`config.mk`:
```
export PLATFORM = sky130hd
export DESIGN_NAME = yuv420_test_pattern_generator_unit_flat
export DESIGN_NICKNAME = d
export VERILOG_FILES = /design/src/yuvtpg_pkg.sv /design/src/yuvtpg_if.sv /design/src/yuv420_test_pattern_generator_unit.sv /design/src/yuvtpg_div.sv /design/src/yuvtpg_dp.sv /design/src/yuvtpg_ctrl.sv /design/src/flat_wrapper.sv
export SDC_FILE = /design/constraint.sdc
export NUM_CORES = 1
export LEC_CHECK = 0
export ABC_AREA = 1
export BUFFER_PORTS_ARGS = -buffer_cell sky130_fd_sc_hd__buf_2
export CAP_MARGIN = 0
export CORE_UTILIZATION = 46
export CTS_CLUSTER_DIAMETER = 80
export DETAILED_ROUTE_END_ITERATION = 8
export GPL_TIMING_DRIVEN = 0
export SKIP_CTS_REPAIR_TIMING = 1
export SYNTH_ARGS = -nofsm -noshare
export SYNTH_HDL_FRONTEND = slang
export SYNTH_SLANG_ARGS = --single-unit
```
`constraint.sdc`:
```
create_clock -name i_clk -period 4.9 [get_ports i_clk]
set_input_delay 0.245 -clock i_clk [delete_from_list [all_inputs] [get_ports i_clk]]
set_output_delay 0.245 -clock i_clk [all_outputs]
set_load 0.02 [all_outputs]
```
`src/yuvtpg_pkg.sv`:
```
`timescale 1ns / 1ps
// ----------------------------------------------------------------------------
// yuvtpg_pkg
// Shared types, constants and the color bar table of the 4:2:0 pattern source.
// ----------------------------------------------------------------------------
package yuvtpg_pkg;

    localparam int MAX_DIMENSION_DEF = 4096;
    localparam int CHECKER_TILE_DEF  = 32;

    localparam int CFG_IDX_W  = 2;
    localparam int CFG_DATA_W = 13;
    localparam int PIX_W      = 12;
    localparam int SAMPLE_W   = 8;

    localparam int MIN_WIDTH  = 8;
    localparam int MIN_HEIGHT = 2;
    localparam int GRAD_SCALE = 219;

    localparam logic [CFG_DATA_W-1:0] WIDTH_RESET  = CFG_DATA_W'(1280);
    localparam logic [CFG_DATA_W-1:0] HEIGHT_RESET = CFG_DATA_W'(720);

    localparam logic [SAMPLE_W-1:0] Y_BLACK   = 8'd16;
    localparam logic [SAMPLE_W-1:0] Y_WHITE   = 8'd235;
    localparam logic [SAMPLE_W-1:0] C_NEUTRAL = 8'd128;

    localparam logic [CFG_IDX_W-1:0] CFG_FRAME_WIDTH    = 2'd0;
    localparam logic [CFG_IDX_W-1:0] CFG_FRAME_HEIGHT   = 2'd1;
    localparam logic [CFG_IDX_W-1:0] CFG_PATTERN_SELECT = 2'd2;

    typedef enum logic [1:0] {
        PAT_BARS     = 2'd0,
        PAT_GRADIENT = 2'd1,
        PAT_CHECKER  = 2'd2,
        PAT_BLACK    = 2'd3
    } t_pattern;

    typedef struct packed {
        logic [SAMPLE_W-1:0] y;
        logic [SAMPLE_W-1:0] cb;
        logic [SAMPLE_W-1:0] cr;
    } t_yuv;

    typedef struct packed {
        logic start;
        logic finish;
    } t_dp_cmd;

    typedef struct packed {
        logic div_done;
        logic out_free;
    } t_dp_stat;

    function automatic t_yuv bar_colour(input logic [2:0] idx);
        t_yuv c;
        unique case (idx)
            3'd0:    c = '{y: 8'd235, cb: 8'd128, cr: 8'd128};
            3'd1:    c = '{y: 8'd210, cb: 8'd16,  cr: 8'd146};
            3'd2:    c = '{y: 8'd170, cb: 8'd166, cr: 8'd16};
            3'd3:    c = '{y: 8'd145, cb: 8'd54,  cr: 8'd34};
            3'd4:    c = '{y: 8'd106, cb: 8'd202, cr: 8'd222};
            3'd5:    c = '{y: 8'd81,  cb: 8'd90,  cr: 8'd240};
            3'd6:    c = '{y: 8'd41,  cb: 8'd240, cr: 8'd110};
            default: c = '{y: 8'd16,  cb: 8'd128, cr: 8'd128};
        endcase
        return c;
    endfunction

endpackage

```
`src/yuvtpg_if.sv`:
```
`timescale 1ns / 1ps
// ----------------------------------------------------------------------------
// yuvtpg interfaces
// Request, pixel and configuration channels with valid/ready handshakes.
// ----------------------------------------------------------------------------
interface yuvtpg_req_if;
    logic valid;
    logic ready;
    logic pixel_request;

    modport source (output valid, output pixel_request, input ready);
    modport sink   (input valid, input pixel_request, output ready);
endinterface

interface yuvtpg_pix_if;
    logic        valid;
    logic        ready;
    logic [7:0]  luma;
    logic [7:0]  chroma_blue;
    logic [7:0]  chroma_red;
    logic        chroma_valid;
    logic [11:0] pixel_column;
    logic [11:0] pixel_row;
    logic        end_of_line;
    logic        end_of_frame;

    modport source (
        output valid, output luma, output chroma_blue, output chroma_red,
        output chroma_valid, output pixel_column, output pixel_row,
        output end_of_line, output end_of_frame, input ready
    );
    modport sink (
        input valid, input luma, input chroma_blue, input chroma_red,
        input chroma_valid, input pixel_column, input pixel_row,
        input end_of_line, input end_of_frame, output ready
    );
endinterface

interface yuvtpg_cfg_if;
    logic        valid;
    logic        ready;
    logic [1:0]  index;
    logic [12:0] data;

    modport source (output valid, output index, output data, input ready);
    modport sink   (input valid, input index, input data, output ready);
endinterface

```
`src/yuv420_test_pattern_generator_unit.sv`:
```
`timescale 1ns / 1ps
// ----------------------------------------------------------------------------
// yuv420_test_pattern_generator_unit
// Raster-order 4:2:0 studio-range test pattern source.
// ----------------------------------------------------------------------------
// i_req carries one request beat per pixel; a beat with pixel_request low is
// taken and dropped. o_pix returns one beat per request: Y, Cb/Cr at even
// row and column sites, position and end-of-line / end-of-frame flags.
// i_cfg writes frame width (0), frame height (1) and pattern (2); the user is
// to write only while the unit is idle, which the unit does not enforce.
// A dimension write restarts the frame at row 0, column 0. Each pixel runs
// through a restoring divider (bar index or gradient step), one quotient bit
// per cycle over CNT_W + 8 bits, CNT_W = clog2(MAX_DIMENSION). No new request
// is taken until the last one has been loaded into the output register, and
// no request is taken in the cycle that loads the output register.
// A finished pixel waits in the output register while the next request is
// taken and computed; while the receiver stalls, that next pixel holds in
// the datapath and no further request is taken.
// Reset restores 1280 x 720, color bars and position zero, and empties the
// output register.
// ----------------------------------------------------------------------------
module yuv420_test_pattern_generator_unit #(
    parameter int MAX_DIMENSION = yuvtpg_pkg::MAX_DIMENSION_DEF,
    parameter int CHECKER_TILE  = yuvtpg_pkg::CHECKER_TILE_DEF
) (
    input  logic          i_clk,
    input  logic          i_rst_n,
    yuvtpg_req_if.sink    i_req,
    yuvtpg_cfg_if.sink    i_cfg,
    yuvtpg_pix_if.source  o_pix
);
    import yuvtpg_pkg::*;

    t_dp_cmd  cmd;
    t_dp_stat stat;

    yuvtpg_ctrl u_ctrl (
        .i_clk   (i_clk),
        .i_rst_n (i_rst_n),
        .i_req   (i_req),
        .i_stat  (stat),
        .o_cmd   (cmd)
    );

    yuvtpg_dp #(
        .MAX_DIMENSION (MAX_DIMENSION),
        .CHECKER_TILE  (CHECKER_TILE)
    ) u_dp (
        .i_clk   (i_clk),
        .i_rst_n (i_rst_n),
        .i_cfg   (i_cfg),
        .o_pix   (o_pix),
        .i_cmd   (cmd),
        .o_stat  (stat)
    );

endmodule

```
`src/yuvtpg_div.sv`:
```
`timescale 1ns / 1ps
// ----------------------------------------------------------------------------
// yuvtpg_div
// Restoring divider, one quotient bit per cycle.
// ----------------------------------------------------------------------------
module yuvtpg_div #(
    parameter int DVD_W = 20,
    parameter int DVS_W = 13
) (
    input  logic             i_clk,
    input  logic             i_rst_n,
    input  logic             i_start,
    input  logic [DVD_W-1:0] i_dividend,
    input  logic [DVS_W-1:0] i_divisor,
    output logic             o_busy,
    output logic [DVD_W-1:0] o_quotient
);
    localparam int CNT_W = $clog2(DVD_W + 1);

    logic [CNT_W-1:0] r_cnt,  n_cnt;
    logic [DVS_W-1:0] r_rem,  n_rem;
    logic [DVD_W-1:0] r_quo,  n_quo;
    logic [DVS_W-1:0] r_dvs;
    logic [DVS_W:0]   shifted;
    logic             fits;

    always_comb begin
        shifted = {r_rem, r_quo[DVD_W-1]};
        fits    = (shifted >= {1'b0, r_dvs});
        n_cnt   = r_cnt;
        n_rem   = r_rem;
        n_quo   = r_quo;
        if (i_start) begin
            n_cnt = CNT_W'(DVD_W);
            n_rem = '0;
            n_quo = i_dividend;
        end else if (r_cnt != '0) begin
            n_cnt = r_cnt - CNT_W'(1);
            n_rem = fits ? DVS_W'(shifted - {1'b0, r_dvs}) : DVS_W'(shifted);
            n_quo = {r_quo[DVD_W-2:0], fits};
        end
    end

    always_ff @(posedge i_clk) begin
        if (!i_rst_n) begin
            r_cnt <= '0;
        end else begin
            r_cnt <= n_cnt;
        end
    end

    always_ff @(posedge i_clk) begin
        r_rem <= n_rem;
        r_quo <= n_quo;
        if (i_start) begin
            r_dvs <= i_divisor;
        end
    end

    assign o_busy     = (r_cnt != '0);
    assign o_quotient = r_quo;

endmodule

```
`src/yuvtpg_dp.sv`:
```
`timescale 1ns / 1ps
// ----------------------------------------------------------------------------
// yuvtpg_dp
// Datapath: configuration registers, raster counters, divider and output beat.
// ----------------------------------------------------------------------------
module yuvtpg_dp #(
    parameter int MAX_DIMENSION = yuvtpg_pkg::MAX_DIMENSION_DEF,
    parameter int CHECKER_TILE  = yuvtpg_pkg::CHECKER_TILE_DEF
) (
    input  logic                  i_clk,
    input  logic                  i_rst_n,
    yuvtpg_cfg_if.sink            i_cfg,
    yuvtpg_pix_if.source          o_pix,
    input  yuvtpg_pkg::t_dp_cmd   i_cmd,
    output yuvtpg_pkg::t_dp_stat  o_stat
);
    import yuvtpg_pkg::*;

    localparam int CNT_W  = $clog2(MAX_DIMENSION);
    localparam int DIM_W  = $clog2(MAX_DIMENSION + 1);
    localparam int TILE_W = $clog2(CHECKER_TILE);
    localparam int DVD_W  = CNT_W + SAMPLE_W;

    // configuration
    logic [CFG_DATA_W-1:0] r_frame_width;
    logic [CFG_DATA_W-1:0] r_frame_height;
    t_pattern              r_pattern;
    logic                  cfg_wr;
    logic                  dim_wr;

    assign i_cfg.ready = 1'b1;
    assign cfg_wr      = i_cfg.valid && i_cfg.ready;
    assign dim_wr      = cfg_wr && ((i_cfg.index == CFG_FRAME_WIDTH) ||
                                    (i_cfg.index == CFG_FRAME_HEIGHT));

    always_ff @(posedge i_clk) begin
        if (!i_rst_n) begin
            r_frame_width  <= WIDTH_RESET;
            r_frame_height <= HEIGHT_RESET;
            r_pattern      <= PAT_BARS;
        end else if (cfg_wr) begin
            unique case (i_cfg.index)
                CFG_FRAME_WIDTH:    r_frame_width  <= i_cfg.data;
                CFG_FRAME_HEIGHT:   r_frame_height <= i_cfg.data;
                CFG_PATTERN_SELECT: r_pattern      <= t_pattern'(i_cfg.data[1:0]);
                default: ;
            endcase
        end
    end

    // effective dimensions
    logic [DIM_W-1:0] w_eff;
    logic [DIM_W-1:0] h_eff;

    always_comb begin
        if (32'(r_frame_width) > 32'(MAX_DIMENSION)) begin
            w_eff = DIM_W'(MAX_DIMENSION);
        end else if (32'(r_frame_width) < 32'(MIN_WIDTH)) begin
            w_eff = DIM_W'(MIN_WIDTH);
        end else begin
            w_eff = DIM_W'(r_frame_width);
        end
        if (32'(r_frame_height) > 32'(MAX_DIMENSION)) begin
            h_eff = DIM_W'(MAX_DIMENSION);
        end else if (32'(r_frame_height) < 32'(MIN_HEIGHT)) begin
            h_eff = DIM_W'(MIN_HEIGHT);
        end else begin
            h_eff = DIM_W'(r_frame_height);
        end
    end

    // raster position and tile phase
    logic [CNT_W-1:0]  r_col, r_row;
    logic [TILE_W-1:0] r_col_tile, r_row_tile;
    logic              r_col_par, r_row_par;
    logic              eol, eof;

    assign eol = (32'(r_col) + 32'd1) >= 32'(w_eff);
    assign eof = eol && ((32'(r_row) + 32'd1) >= 32'(h_eff));

    always_ff @(posedge i_clk) begin
        if (!i_rst_n || dim_wr) begin
            r_col      <= '0;
            r_row      <= '0;
            r_col_tile <= '0;
            r_row_tile <= '0;
            r_col_par  <= 1'b0;
            r_row_par  <= 1'b0;
        end else if (i_cmd.start) begin
            if (eol) begin
                r_col      <= '0;
                r_col_tile <= '0;
                r_col_par  <= 1'b0;
                if (eof) begin
                    r_row      <= '0;
                    r_row_tile <= '0;
                    r_row_par  <= 1'b0;
                end else begin
                    r_row <= r_row + CNT_W'(1);
                    if (32'(r_row_tile) == CHECKER_TILE - 1) begin
                        r_row_tile <= '0;
                        r_row_par  <= !r_row_par;
                    end else begin
                        r_row_tile <= r_row_tile + TILE_W'(1);
                    end
                end
            end else begin
                r_col <= r_col + CNT_W'(1);
                if (32'(r_col_tile) == CHECKER_TILE - 1) begin
                    r_col_tile <= '0;
                    r_col_par  <= !r_col_par;
                end else begin
                    r_col_tile <= r_col_tile + TILE_W'(1);
                end
            end
        end
    end

    // pixel context held while the divider runs
    logic [CNT_W-1:0] r_px_col, r_px_row;
    logic             r_px_eol, r_px_eof, r_px_site, r_px_chk;

    always_ff @(posedge i_clk) begin
        if (i_cmd.start) begin
            r_px_col  <= r_col;
            r_px_row  <= r_row;
            r_px_eol  <= eol;
            r_px_eof  <= eof;
            r_px_site <= !r_col[0] && !r_row[0];
            r_px_chk  <= r_col_par ^ r_row_par;
        end
    end

    // divider operands
    logic [DVD_W-1:0] dividend;
    logic [DIM_W-1:0] divisor;
    logic [DVD_W-1:0] quotient;
    logic             div_busy;

    always_comb begin
        if (r_pattern == PAT_BARS) begin
            dividend = DVD_W'(r_col);
            divisor  = w_eff >> 3;
        end else begin
            dividend = DVD_W'(r_col) * DVD_W'(GRAD_SCALE);
            divisor  = w_eff - DIM_W'(1);
        end
    end

    yuvtpg_div #(
        .DVD_W (DVD_W),
        .DVS_W (DIM_W)
    ) u_div (
        .i_clk      (i_clk),
        .i_rst_n    (i_rst_n),
        .i_start    (i_cmd.start),
        .i_dividend (dividend),
        .i_divisor  (divisor),
        .o_busy     (div_busy),
        .o_quotient (quotient)
    );

    // sample selection
    logic [2:0] bar_idx;
    t_yuv       bar;
    t_yuv       px;

    always_comb begin
        bar_idx = (|quotient[DVD_W-1:3]) ? 3'd7 : quotient[2:0];
        bar     = bar_colour(bar_idx);
        px      = '{y: Y_BLACK, cb: C_NEUTRAL, cr: C_NEUTRAL};
        unique case (r_pattern)
            PAT_BARS:     px = bar;
            PAT_GRADIENT: px.y = quotient[SAMPLE_W-1:0] + Y_BLACK;
            PAT_CHECKER:  px.y = r_px_chk ? Y_WHITE : Y_BLACK;
            default:      px.y = Y_BLACK;
        endcase
        if (!r_px_site) begin
            px.cb = C_NEUTRAL;
            px.cr = C_NEUTRAL;
        end
    end

    // output beat
    logic r_out_valid;

    always_ff @(posedge i_clk) begin
        if (!i_rst_n) begin
            r_out_valid <= 1'b0;
        end else if (i_cmd.finish) begin
            r_out_valid <= 1'b1;
        end else if (o_pix.ready) begin
            r_out_valid <= 1'b0;
        end
    end

    always_ff @(posedge i_clk) begin
        if (i_cmd.finish) begin
            o_pix.luma         <= px.y;
            o_pix.chroma_blue  <= px.cb;
            o_pix.chroma_red   <= px.cr;
            o_pix.chroma_valid <= r_px_site;
            o_pix.pixel_column <= PIX_W'(r_px_col);
            o_pix.pixel_row    <= PIX_W'(r_px_row);
            o_pix.end_of_line  <= r_px_eol;
            o_pix.end_of_frame <= r_px_eof;
        end
    end

    assign o_pix.valid     = r_out_valid;
    assign o_stat.div_done = !div_busy;
    assign o_stat.out_free = !r_out_valid || o_pix.ready;

endmodule

```
`src/yuvtpg_ctrl.sv`:
```
`timescale 1ns / 1ps
// ----------------------------------------------------------------------------
// yuvtpg_ctrl
// Controller: takes requests and sequences divide and output load.
// ----------------------------------------------------------------------------
module yuvtpg_ctrl (
    input  logic                  i_clk,
    input  logic                  i_rst_n,
    yuvtpg_req_if.sink            i_req,
    input  yuvtpg_pkg::t_dp_stat  i_stat,
    output yuvtpg_pkg::t_dp_cmd   o_cmd
);
    import yuvtpg_pkg::*;

    typedef enum logic [1:0] {
        S_IDLE = 2'b01,
        S_BUSY = 2'b10
    } t_state;

    t_state r_state, n_state;

    always_comb begin
        n_state      = r_state;
        i_req.ready  = 1'b0;
        o_cmd.start  = 1'b0;
        o_cmd.finish = 1'b0;
        unique case (r_state)
            S_IDLE: begin
                i_req.ready = 1'b1;
                if (i_req.valid && i_req.pixel_request) begin
                    o_cmd.start = 1'b1;
                    n_state     = S_BUSY;
                end
            end
            S_BUSY: begin
                if (i_stat.div_done && i_stat.out_free) begin
                    o_cmd.finish = 1'b1;
                    n_state      = S_IDLE;
                end
            end
            default: n_state = S_IDLE;
        endcase
    end

    always_ff @(posedge i_clk) begin
        if (!i_rst_n) begin
            r_state <= S_IDLE;
        end else begin
            r_state <= n_state;
        end
    end

endmodule
```
`src/flat_wrapper.sv`:
```
// flat-port wrapper written by rule: the top's interface ports become plain ports
module yuv420_test_pattern_generator_unit_flat import yuvtpg_pkg::*;
#(
    parameter int MAX_DIMENSION = yuvtpg_pkg::MAX_DIMENSION_DEF,
    parameter int CHECKER_TILE  = yuvtpg_pkg::CHECKER_TILE_DEF
)
  (i_clk, i_rst_n, i_req_valid, i_req_pixel_request, i_req_ready, i_cfg_valid, i_cfg_index, i_cfg_data, i_cfg_ready, o_pix_valid, o_pix_luma, o_pix_chroma_blue, o_pix_chroma_red, o_pix_chroma_valid, o_pix_pixel_column, o_pix_pixel_row, o_pix_end_of_line, o_pix_end_of_frame, o_pix_ready);
  yuvtpg_req_if i_req_i ();
  yuvtpg_cfg_if i_cfg_i ();
  yuvtpg_pix_if o_pix_i ();
  input  logic i_clk;
  input  logic i_rst_n;
  input wire logic [$bits(i_req_i.valid)-1:0] i_req_valid;
  input wire logic [$bits(i_req_i.pixel_request)-1:0] i_req_pixel_request;
  output wire logic [$bits(i_req_i.ready)-1:0] i_req_ready;
  input wire logic [$bits(i_cfg_i.valid)-1:0] i_cfg_valid;
  input wire logic [$bits(i_cfg_i.index)-1:0] i_cfg_index;
  input wire logic [$bits(i_cfg_i.data)-1:0] i_cfg_data;
  output wire logic [$bits(i_cfg_i.ready)-1:0] i_cfg_ready;
  output wire logic [$bits(o_pix_i.valid)-1:0] o_pix_valid;
  output wire logic [$bits(o_pix_i.luma)-1:0] o_pix_luma;
  output wire logic [$bits(o_pix_i.chroma_blue)-1:0] o_pix_chroma_blue;
  output wire logic [$bits(o_pix_i.chroma_red)-1:0] o_pix_chroma_red;
  output wire logic [$bits(o_pix_i.chroma_valid)-1:0] o_pix_chroma_valid;
  output wire logic [$bits(o_pix_i.pixel_column)-1:0] o_pix_pixel_column;
  output wire logic [$bits(o_pix_i.pixel_row)-1:0] o_pix_pixel_row;
  output wire logic [$bits(o_pix_i.end_of_line)-1:0] o_pix_end_of_line;
  output wire logic [$bits(o_pix_i.end_of_frame)-1:0] o_pix_end_of_frame;
  input wire logic [$bits(o_pix_i.ready)-1:0] o_pix_ready;
  assign i_req_i.valid = i_req_valid;
  assign i_req_i.pixel_request = i_req_pixel_request;
  assign i_req_ready = i_req_i.ready;
  assign i_cfg_i.valid = i_cfg_valid;
  assign i_cfg_i.index = i_cfg_index;
  assign i_cfg_i.data = i_cfg_data;
  assign i_cfg_ready = i_cfg_i.ready;
  assign o_pix_valid = o_pix_i.valid;
  assign o_pix_luma = o_pix_i.luma;
  assign o_pix_chroma_blue = o_pix_i.chroma_blue;
  assign o_pix_chroma_red = o_pix_i.chroma_red;
  assign o_pix_chroma_valid = o_pix_i.chroma_valid;
  assign o_pix_pixel_column = o_pix_i.pixel_column;
  assign o_pix_pixel_row = o_pix_i.pixel_row;
  assign o_pix_end_of_line = o_pix_i.end_of_line;
  assign o_pix_end_of_frame = o_pix_i.end_of_frame;
  assign o_pix_i.ready = o_pix_ready;
  yuv420_test_pattern_generator_unit #(.MAX_DIMENSION(MAX_DIMENSION), .CHECKER_TILE(CHECKER_TILE)) u_core (.i_clk(i_clk), .i_rst_n(i_rst_n), .i_req(i_req_i), .i_cfg(i_cfg_i), .o_pix(o_pix_i));
endmodule
```
==> results of run 1 <==
==> logic make-up after synthesis <==
| family | share of synthesized area (%) |
|---|---|
| fa+ha+maj | 15.7 |
| xor+xnor | 3.27 |
| simple gates | 21.4 |
| buf+inv | 8.22 |
| compound gates | 10.4 |
| other cells | 0.0623 |
| flops | 41.0 |
==> state kept, by name, indices dropped and copies added, names as in the netlist, 12 cells and up <==
signal                          flops
u_core.u_dp.r_frame_height         13
u_core.u_dp.r_px_col               12
u_core.u_dp.o_pix.pixel_row        12
u_core.u_dp.r_col                  12
u_core.u_dp.r_frame_width          13
u_core.u_dp.o_pix.pixel_column     12
u_core.u_dp.u_div.r_dvs            13
u_core.u_dp.r_px_row               12
u_core.u_dp.u_div.o_quotient       20
u_core.u_dp.u_div.r_rem            13
u_core.u_dp.r_row                  12
==> layout make-up <==
class / count / area (um^2) / area share [%]
Buffer: 38 / 225 / 1.67
Clock buffer: 19 / 475 / 3.53
Clock inverter: 13 / 153 / 1.13
Inverter: 204 / 766 / 5.68
Multi-Input combinational cell: 960 / 6130 / 45.5
Sequential cell: 193 / 4940 / 36.7
Tap cell: 330 / 413 / 3.06
Timing Repair Buffer: 72 / 375 / 2.79
==> placed cells by master, fill, tap and decap left out, drive strengths merged, types with 33 or more instances in the layout <==
cell type	instances
a21oi	102
buf	96
clkbuf	33
dfxtp	85
edfxtp	108
fa	33
ha	98
inv	208
nand2	309
nand3	81
nor2	116
o21ai	72
==> path summary, 6_finish.rpt <==
| path | startpoint | endpoint | slack (ps) | cells past startpoint |
|---|---|---|---|---|
| setup / recovery | u_core.u_dp.r_col[0] | u_core.u_dp.u_div.o_quotient[19] | 380 | 19 |
| hold / removal | i_cfg_data[7] | u_core.u_dp.r_frame_height[7] | 40 | 3 |
| setup reg to reg | u_core.u_dp.r_col[0] | u_core.u_dp.u_div.o_quotient[19] | 380 | 19 |
| hold reg to reg | u_core.u_dp.r_px_row[10] | u_core.u_dp.o_pix.pixel_row[10] | 420 | 0 |
==> metal layers <==
| metal | vias to the layer above | wire length, um |
|---|---|---|
| met2 | 225 | 12800 |
| li1 | 4801 | - |
| met1 | 4534 | 14400 |
| met4 | 0 | 300 |
| met3 | 19 | 1420 |
| met5 | - | 0 |
==> cell usage after synthesis (8+ instances only) <==
| master | number | share of area (%) |
|---|---|---|
| nand2_1 | 290 | 9.0 |
| inv_1 | 192 | 6.0 |
| edfxtp_1 | 108 | 27 |
| nor2_1 | 102 | 3.2 |
| a21oi_1 | 99 | 4.1 |
| ha_1 | 98 | 10 |
| dfxtp_1 | 85 | 14 |
| nand3_1 | 73 | 3.0 |
| o21ai_0 | 63 | 2.6 |
| fa_1 | 33 | 5.5 |
| nand4_1 | 31 | 1.6 |
| xor2_1 | 31 | 2.3 |
| nor3_1 | 15 | 0.62 |
| clkbuf_1 | 14 | 0.44 |
| xnor2_1 | 14 | 1.0 |
| nor2_2 | 12 | 0.62 |
| nand2_2 | 10 | 0.52 |
| buf_2 | 9 | 0.37 |
| inv_2 | 9 | 0.28 |
| buf_4 | 8 | 0.50 |
| nand2_4 | 8 | 0.75 |
==> report_power, final <==
part	switching (mW)	internal, mW	total (mW)
Combinational	0.919	0.505	1.42
Sequential	0.146	1.96	2.11
Clock	0.704	0.751	1.45
Total	1.77	3.22	4.99
==> through the flow <==
step / cells / power [mW] / utilization (%) / instance area, um^2
CTS: 1829 / 5.01 / 52.9 / 13500
finish: 1829 / 4.99 / 52.9 / 13500
global placement: 1796 / 3.53 / 50.3 / 12800
floorplan: 1395 / 3.19 / - / 12100
detailed placement: 1797 / 3.56 / 50.4 / 12800
global route: 1829 / 5.28 / 52.9 / 13500
==> worst max-delay path: cells and delay by family (launching register included) <==
family / cells / cell delay, ps
xor gates and xnor gates: 1 / 140
buffers and inverters: 4 / 260
DFF: 1 / 580
adders and majority gates: 5 / 1920
AOI/OAI and AO/OA: 1 / 400
and+or+nand+nor: 8 / 960
==> reports/metrics.yaml, run 1 <==
tightest_slew_ps: 1120
grt_util_met2_pct: 34.3
routed_wl_um: 28900
min_period_ps: 4520
yosysWarnings: 0
start_util_pct: 47.3
clock_latency_ps: 440
cts_tree: "done"
first_pass_iters: 5
clock-root-buffer: "clkbuf_16"
setup_viol: 0
hold_path_class: "in -> reg"
grt_max_degree: 51
vdd_drop_max_uv: 268
wire_per_inst_um: 15.8
drc_errors: 0
syn_area_mm2: 0.0121
path_max_fanout: 10
routed_via_density: 5.24
cp_slowest_cell: "dfxtp_1"
vias: 9579
cts_max_path_buffers: 2
nFillCells: 2424
finalCritPeriodShare_pct: 92.3
gr-max-usage-layer: "met2"
cp-end-kind: "flop"
ant_nets: 0
clock.fmax_mhz: 221
status: "finished clean"
ys_types: 58
start_kind: "flop"
fp.coreArea_mm2: 0.0255
grt_usage_pct: 22.5
total_leakage_power_nw: 6.28
drt_iter0_markers: 663
cpPeakStageDelay_ps: 580
maxCapViolations: 0
globalplace.congestion: 0.892
skew_ps: 16.8
postSynthAreaPerCell_um2: 8.64
p_per_area_mw_per_mm2: 370
synthFlopType: "edfxtp_1"
netlist_instances: 1394
grt_pass1_vias: 8848
fin_nets: 1638
num_io_pins: 75
crit_top_cell: "nand2_1"
die_x_um: 164
path_clk_slew_ps: 80
synth_edf_count: 108
cts-buffers-inserted: 17
hold_viol: 0
grt_setup_unrepaired: "no"
drive_gt1_share_pct: 13.0
cp.required_ps: 5080
hold_slack_ps: 39.4
fp-row-count: 58
cp_cell_sequence: "ha_1 -> xnor2_1 -> inv_1 -> ha_1 -> or2_2 -> fa_1 -> inv_1 -> fa_1 -> inv_1 -> ha_1 -> nand2_1 -> inv_1 -> nand2_1 -> nand3_1 -> nand3_1 -> nand2_1 -> nand2_1 -> nand2_1 -> o21ai_0"
use_met1_pct: 33.5
fin_tns_setup_ps: 0
h-tree-depth: 4
die_y_um: 164
grt_pass1_wl_um: 46500
overflow: 0
n_antenna_cell: 0
relSlewSlack_pct: 25.6
path_class: "reg -> reg"
ys_ff_latch: 193
setup_slack_ps: 376
synth-seq-area-share_pct: 41.0
area_delta_synth_final_pct: 11.8
hpwlAfterDp_um: 22700
port_buffers: 71
synthArstFlopShare_pct: 0
antenna_found_initial: 0
report.final.slew_viol_count: 0
dp_slack_ps: 398
global_route.usage.met3_pct: 3.33
clkSinkCount: 193
worstPathArrival_ps: 4700
dieArea_mm2: 0.0268
Note: power is estimated with default switching activity, not from simulation.
==> run 2, diff against run 1 <==
--- a/config.mk
+++ b/config.mk
@@ -15,4 +15,5 @@
 export SKIP_CTS_REPAIR_TIMING = 1
 export SYNTH_ARGS = -nofsm -noshare
 export SYNTH_HDL_FRONTEND = slang
+export SYNTH_HIERARCHICAL = 1
 export SYNTH_SLANG_ARGS = --single-unit
==> reports/metrics.yaml, run 2 <==
status: "finished, violations left"
violations: "DRC"
postSynthAreaPerCell_um2: 8.11  # -6.2%
multi_input_area_mm2: 0.00622  # +1.6%
ys_ff_latch: 193  # unchanged
reg2reg_depth: 18  # -1
yosysTopAreaCell: "edfxtp_1"
fp-row-count: 59  # +1.7%
mostFrequentLayoutCell: "nand2_1"
yosysWarnings: 6  # +6
final_util_pct: 52.6  # -0.35 points
tightest_slew_ps: 869  # -246 ps
ys_types: 50  # -14%
synth_edf_count: 108  # unchanged
nFillCells: 2509  # +3.5%
antenna_found_initial: 0  # unchanged
maxCapViolations: 0  # unchanged
wire_per_inst_um: 14.5  # -8.0%
vias: 9646  # +0.70%
path_class: "reg -> reg"
ant_nets: 0  # unchanged
area_delta_synth_final_pct: 11.8  # about the same
grt_pass1_wl_um: 45700  # -1.8%
cp-end-kind: "flop"
start_kind: "flop"
dieArea_mm2: 0.0274  # +2.0%
grt_max_degree: 33  # -35%
synth_common_cells: "nand2_1, inv_1, nor2_1"
drt_iter0_markers: 664  # +0.15%
synth-seq-area-share_pct: 40.2  # -0.80 points
min_period_ps: 4540  # +14.9 ps
r2r_slack_ps: 360  # about the same
clock.fmax_mhz: 220  # -0.33%
regToRegEndpoint: "u_core/u_dp/u_div/o_quotient[19]"
fin_nets: 1757  # +7.3%
hpwlAfterDp_um: 22200  # -1.8%
grt_usage_pct: 21.5  # -1.0 points
hold_viol: 0  # unchanged
synth_top_area_share_pct: 26.4  # -0.53 points
grt_setup_unrepaired: "no"
clkSinkCount: 193  # unchanged
grt_pass1_vias: 9049  # +2.3%
cts_tree: "done"
skew_ps: 15.6  # -1.24 ps
port_buffers: 71  # unchanged
vdd_drop_max_uv: 210  # -22%
synth_area_leaders: "edfxtp_1, dfxtp_1, nand2_1"
r2r_start: "u_core/u_dp/r_col[0]"
min_to: "u_core/u_ctrl/r_state[0]"
hold_path_class: "in -> reg"
total_power_mw: 4.98  # about the same
routed_wl_um: 28400  # -1.6%
drc_errors: 12  # +12
clock_latency_ps: 430  # about the same
drive_gt1_share_pct: 11.8  # -1.2 points
cts_max_path_buffers: 2  # unchanged
finalCritPeriodShare_pct: 92.6  # +0.30 points
netlist_instances: 1515  # +8.7%
first_pass_iters: 7  # +2
die_y_um: 165  # +0.98%
synthFlopType: "edfxtp_1"
overflow: 0  # unchanged
report.final.slew_viol_count: 0  # unchanged
cts-buffers-inserted: 17  # unchanged
setup_viol: 0  # unchanged
path_max_fanout: 9  # -1
path_clk_slew_ps: 80  # about the same
die_x_um: 165  # +0.98%
synthArstFlopShare_pct: 0  # unchanged
p_per_area_mw_per_mm2: 363  # -1.9%
hold_start: "i_rst_n"
routed_via_density: 4.93  # -5.8%
relSlewSlack_pct: 42.0  # +16 points
fp.coreArea_mm2: 0.0261  # +2.6%
globalplace.congestion: 0.894  # +0.13%
worstPathArrival_ps: 4730  # +30 ps
largest_register_ffs: 20  # unchanged
h-tree-depth: 4  # unchanged
n_antenna_cell: 0  # unchanged
syn_area_mm2: 0.0123  # +2.0%
start_util_pct: 47.0  # -0.28 points
total_leakage_power_nw: 6.66  # +6.0%
synth_most_common_cell: "nand2_1"
hold_depth: 2  # -1
cp.required_ps: 5090  # about the same
final_cell_mix: "nand2_1, inv_1, nor2_1"
clock-root-buffer: "clkbuf_16"
num_io_pins: 75  # unchanged
seq_area_mm2: 0.00494  # unchanged
==> run 2: cell type report <==
class	instances	share of cell area, %
Multi-Input combinational cell	1038	45.3
Clock inverter	14	1.32
Inverter	252	6.89
Sequential cell	193	36.0
Timing Repair Buffer	73	2.88
Tap cell	335	3.05
Buffer	33	1.36
Clock buffer	18	3.20
==> run 2: cells by family after synthesis <==
group,after synthesis,share of synthesized area (%)
AOI/OAI and AO/OA,159,7.24
xor gates and xnor gates,36,2.57
adders and majority gates,128,15.3
buffers and inverters,285,9.22
DFF,193,40.2
other,2,0.0611
and+or+nand+nor,712,25.4
==> run 2: how the worst max path moves through the flow <==
stage | from | end | slack, ps | depth (start not counted)
finish | u_core/u_dp/r_col[0] | u_core/u_dp/u_div/o_quotient[19] | 360 | 18
global route | u_core/u_dp/r_col[0] | u_core/u_dp/u_div/o_quotient[19] | 20 | 18
CTS | u_core/u_dp/r_col[0] | u_core/u_dp/u_div/o_quotient[19] | 300 | 18
detailed placement | u_core/u_dp/r_col[0] | u_core/u_dp/u_div/o_quotient[19] | 320 | 18
global placement | u_core/u_dp/u_div/r_cnt[0] | u_core/u_dp/o_pix.pixel_column[8] | -40 | 10
floorplan | u_core/u_dp/r_col[0] | u_core/u_dp/u_div/o_quotient[19] | 960 | 18
==> run 2: metal layers <==
| metal | part of all wire, % | vias up | track usage (%) |
|---|---|---|---|
| li1 | - | 5033 | - |
| met1 | 48 | 4418 | 29.2 |
| met2 | 47 | 172 | 36.1 |
| met3 | 3.4 | 23 | 2.85 |
| met4 | 1.2 | 0 | 5.08 |
| met5 | 0 | - | 0 |
==> run 2: report_power, final <==
group	total [mW]	internal, mW	leakage [nW]	switching (mW)
clock	1.43	0.711	0.295	0.720
combinational	1.45	0.512	4.64	0.935
sequential	2.11	1.95	1.72	0.154
==> run 2: metrics by stage <==
step | std cells | setup TNS [ps] | cell area (um^2) | setup WS [ps] | hold slack (ps)
CTS | 1956 | 0 | 13700 | 299 | 43.6
global placement | 1922 | -1820 | 13100 | -44.4 | 402
detailed placement | 1924 | 0 | 13100 | 318 | 406
floorplan | 1516 | 0 | 12300 | 959 | 314
global route | 1956 | 0 | 13700 | 22.9 | 47.5
finish | 1956 | 0 | 13700 | 361 | 56.3
==> run 2: critical path, stage by stage (launching register included) <==
cell,delay [ps]
dfxtp_1,620
ha_1,420
inv_1,110
fa_1,550
inv_1,60
fa_1,520
inv_1,50
fa_1,530
inv_1,40
ha_1,380
inv_1,80
o21bai_1,150
a21oi_1,80
o21ai_0,170
nand3_1,150
a21oi_1,170
nor2_1,60
nand2_1,70
nand2_1,70
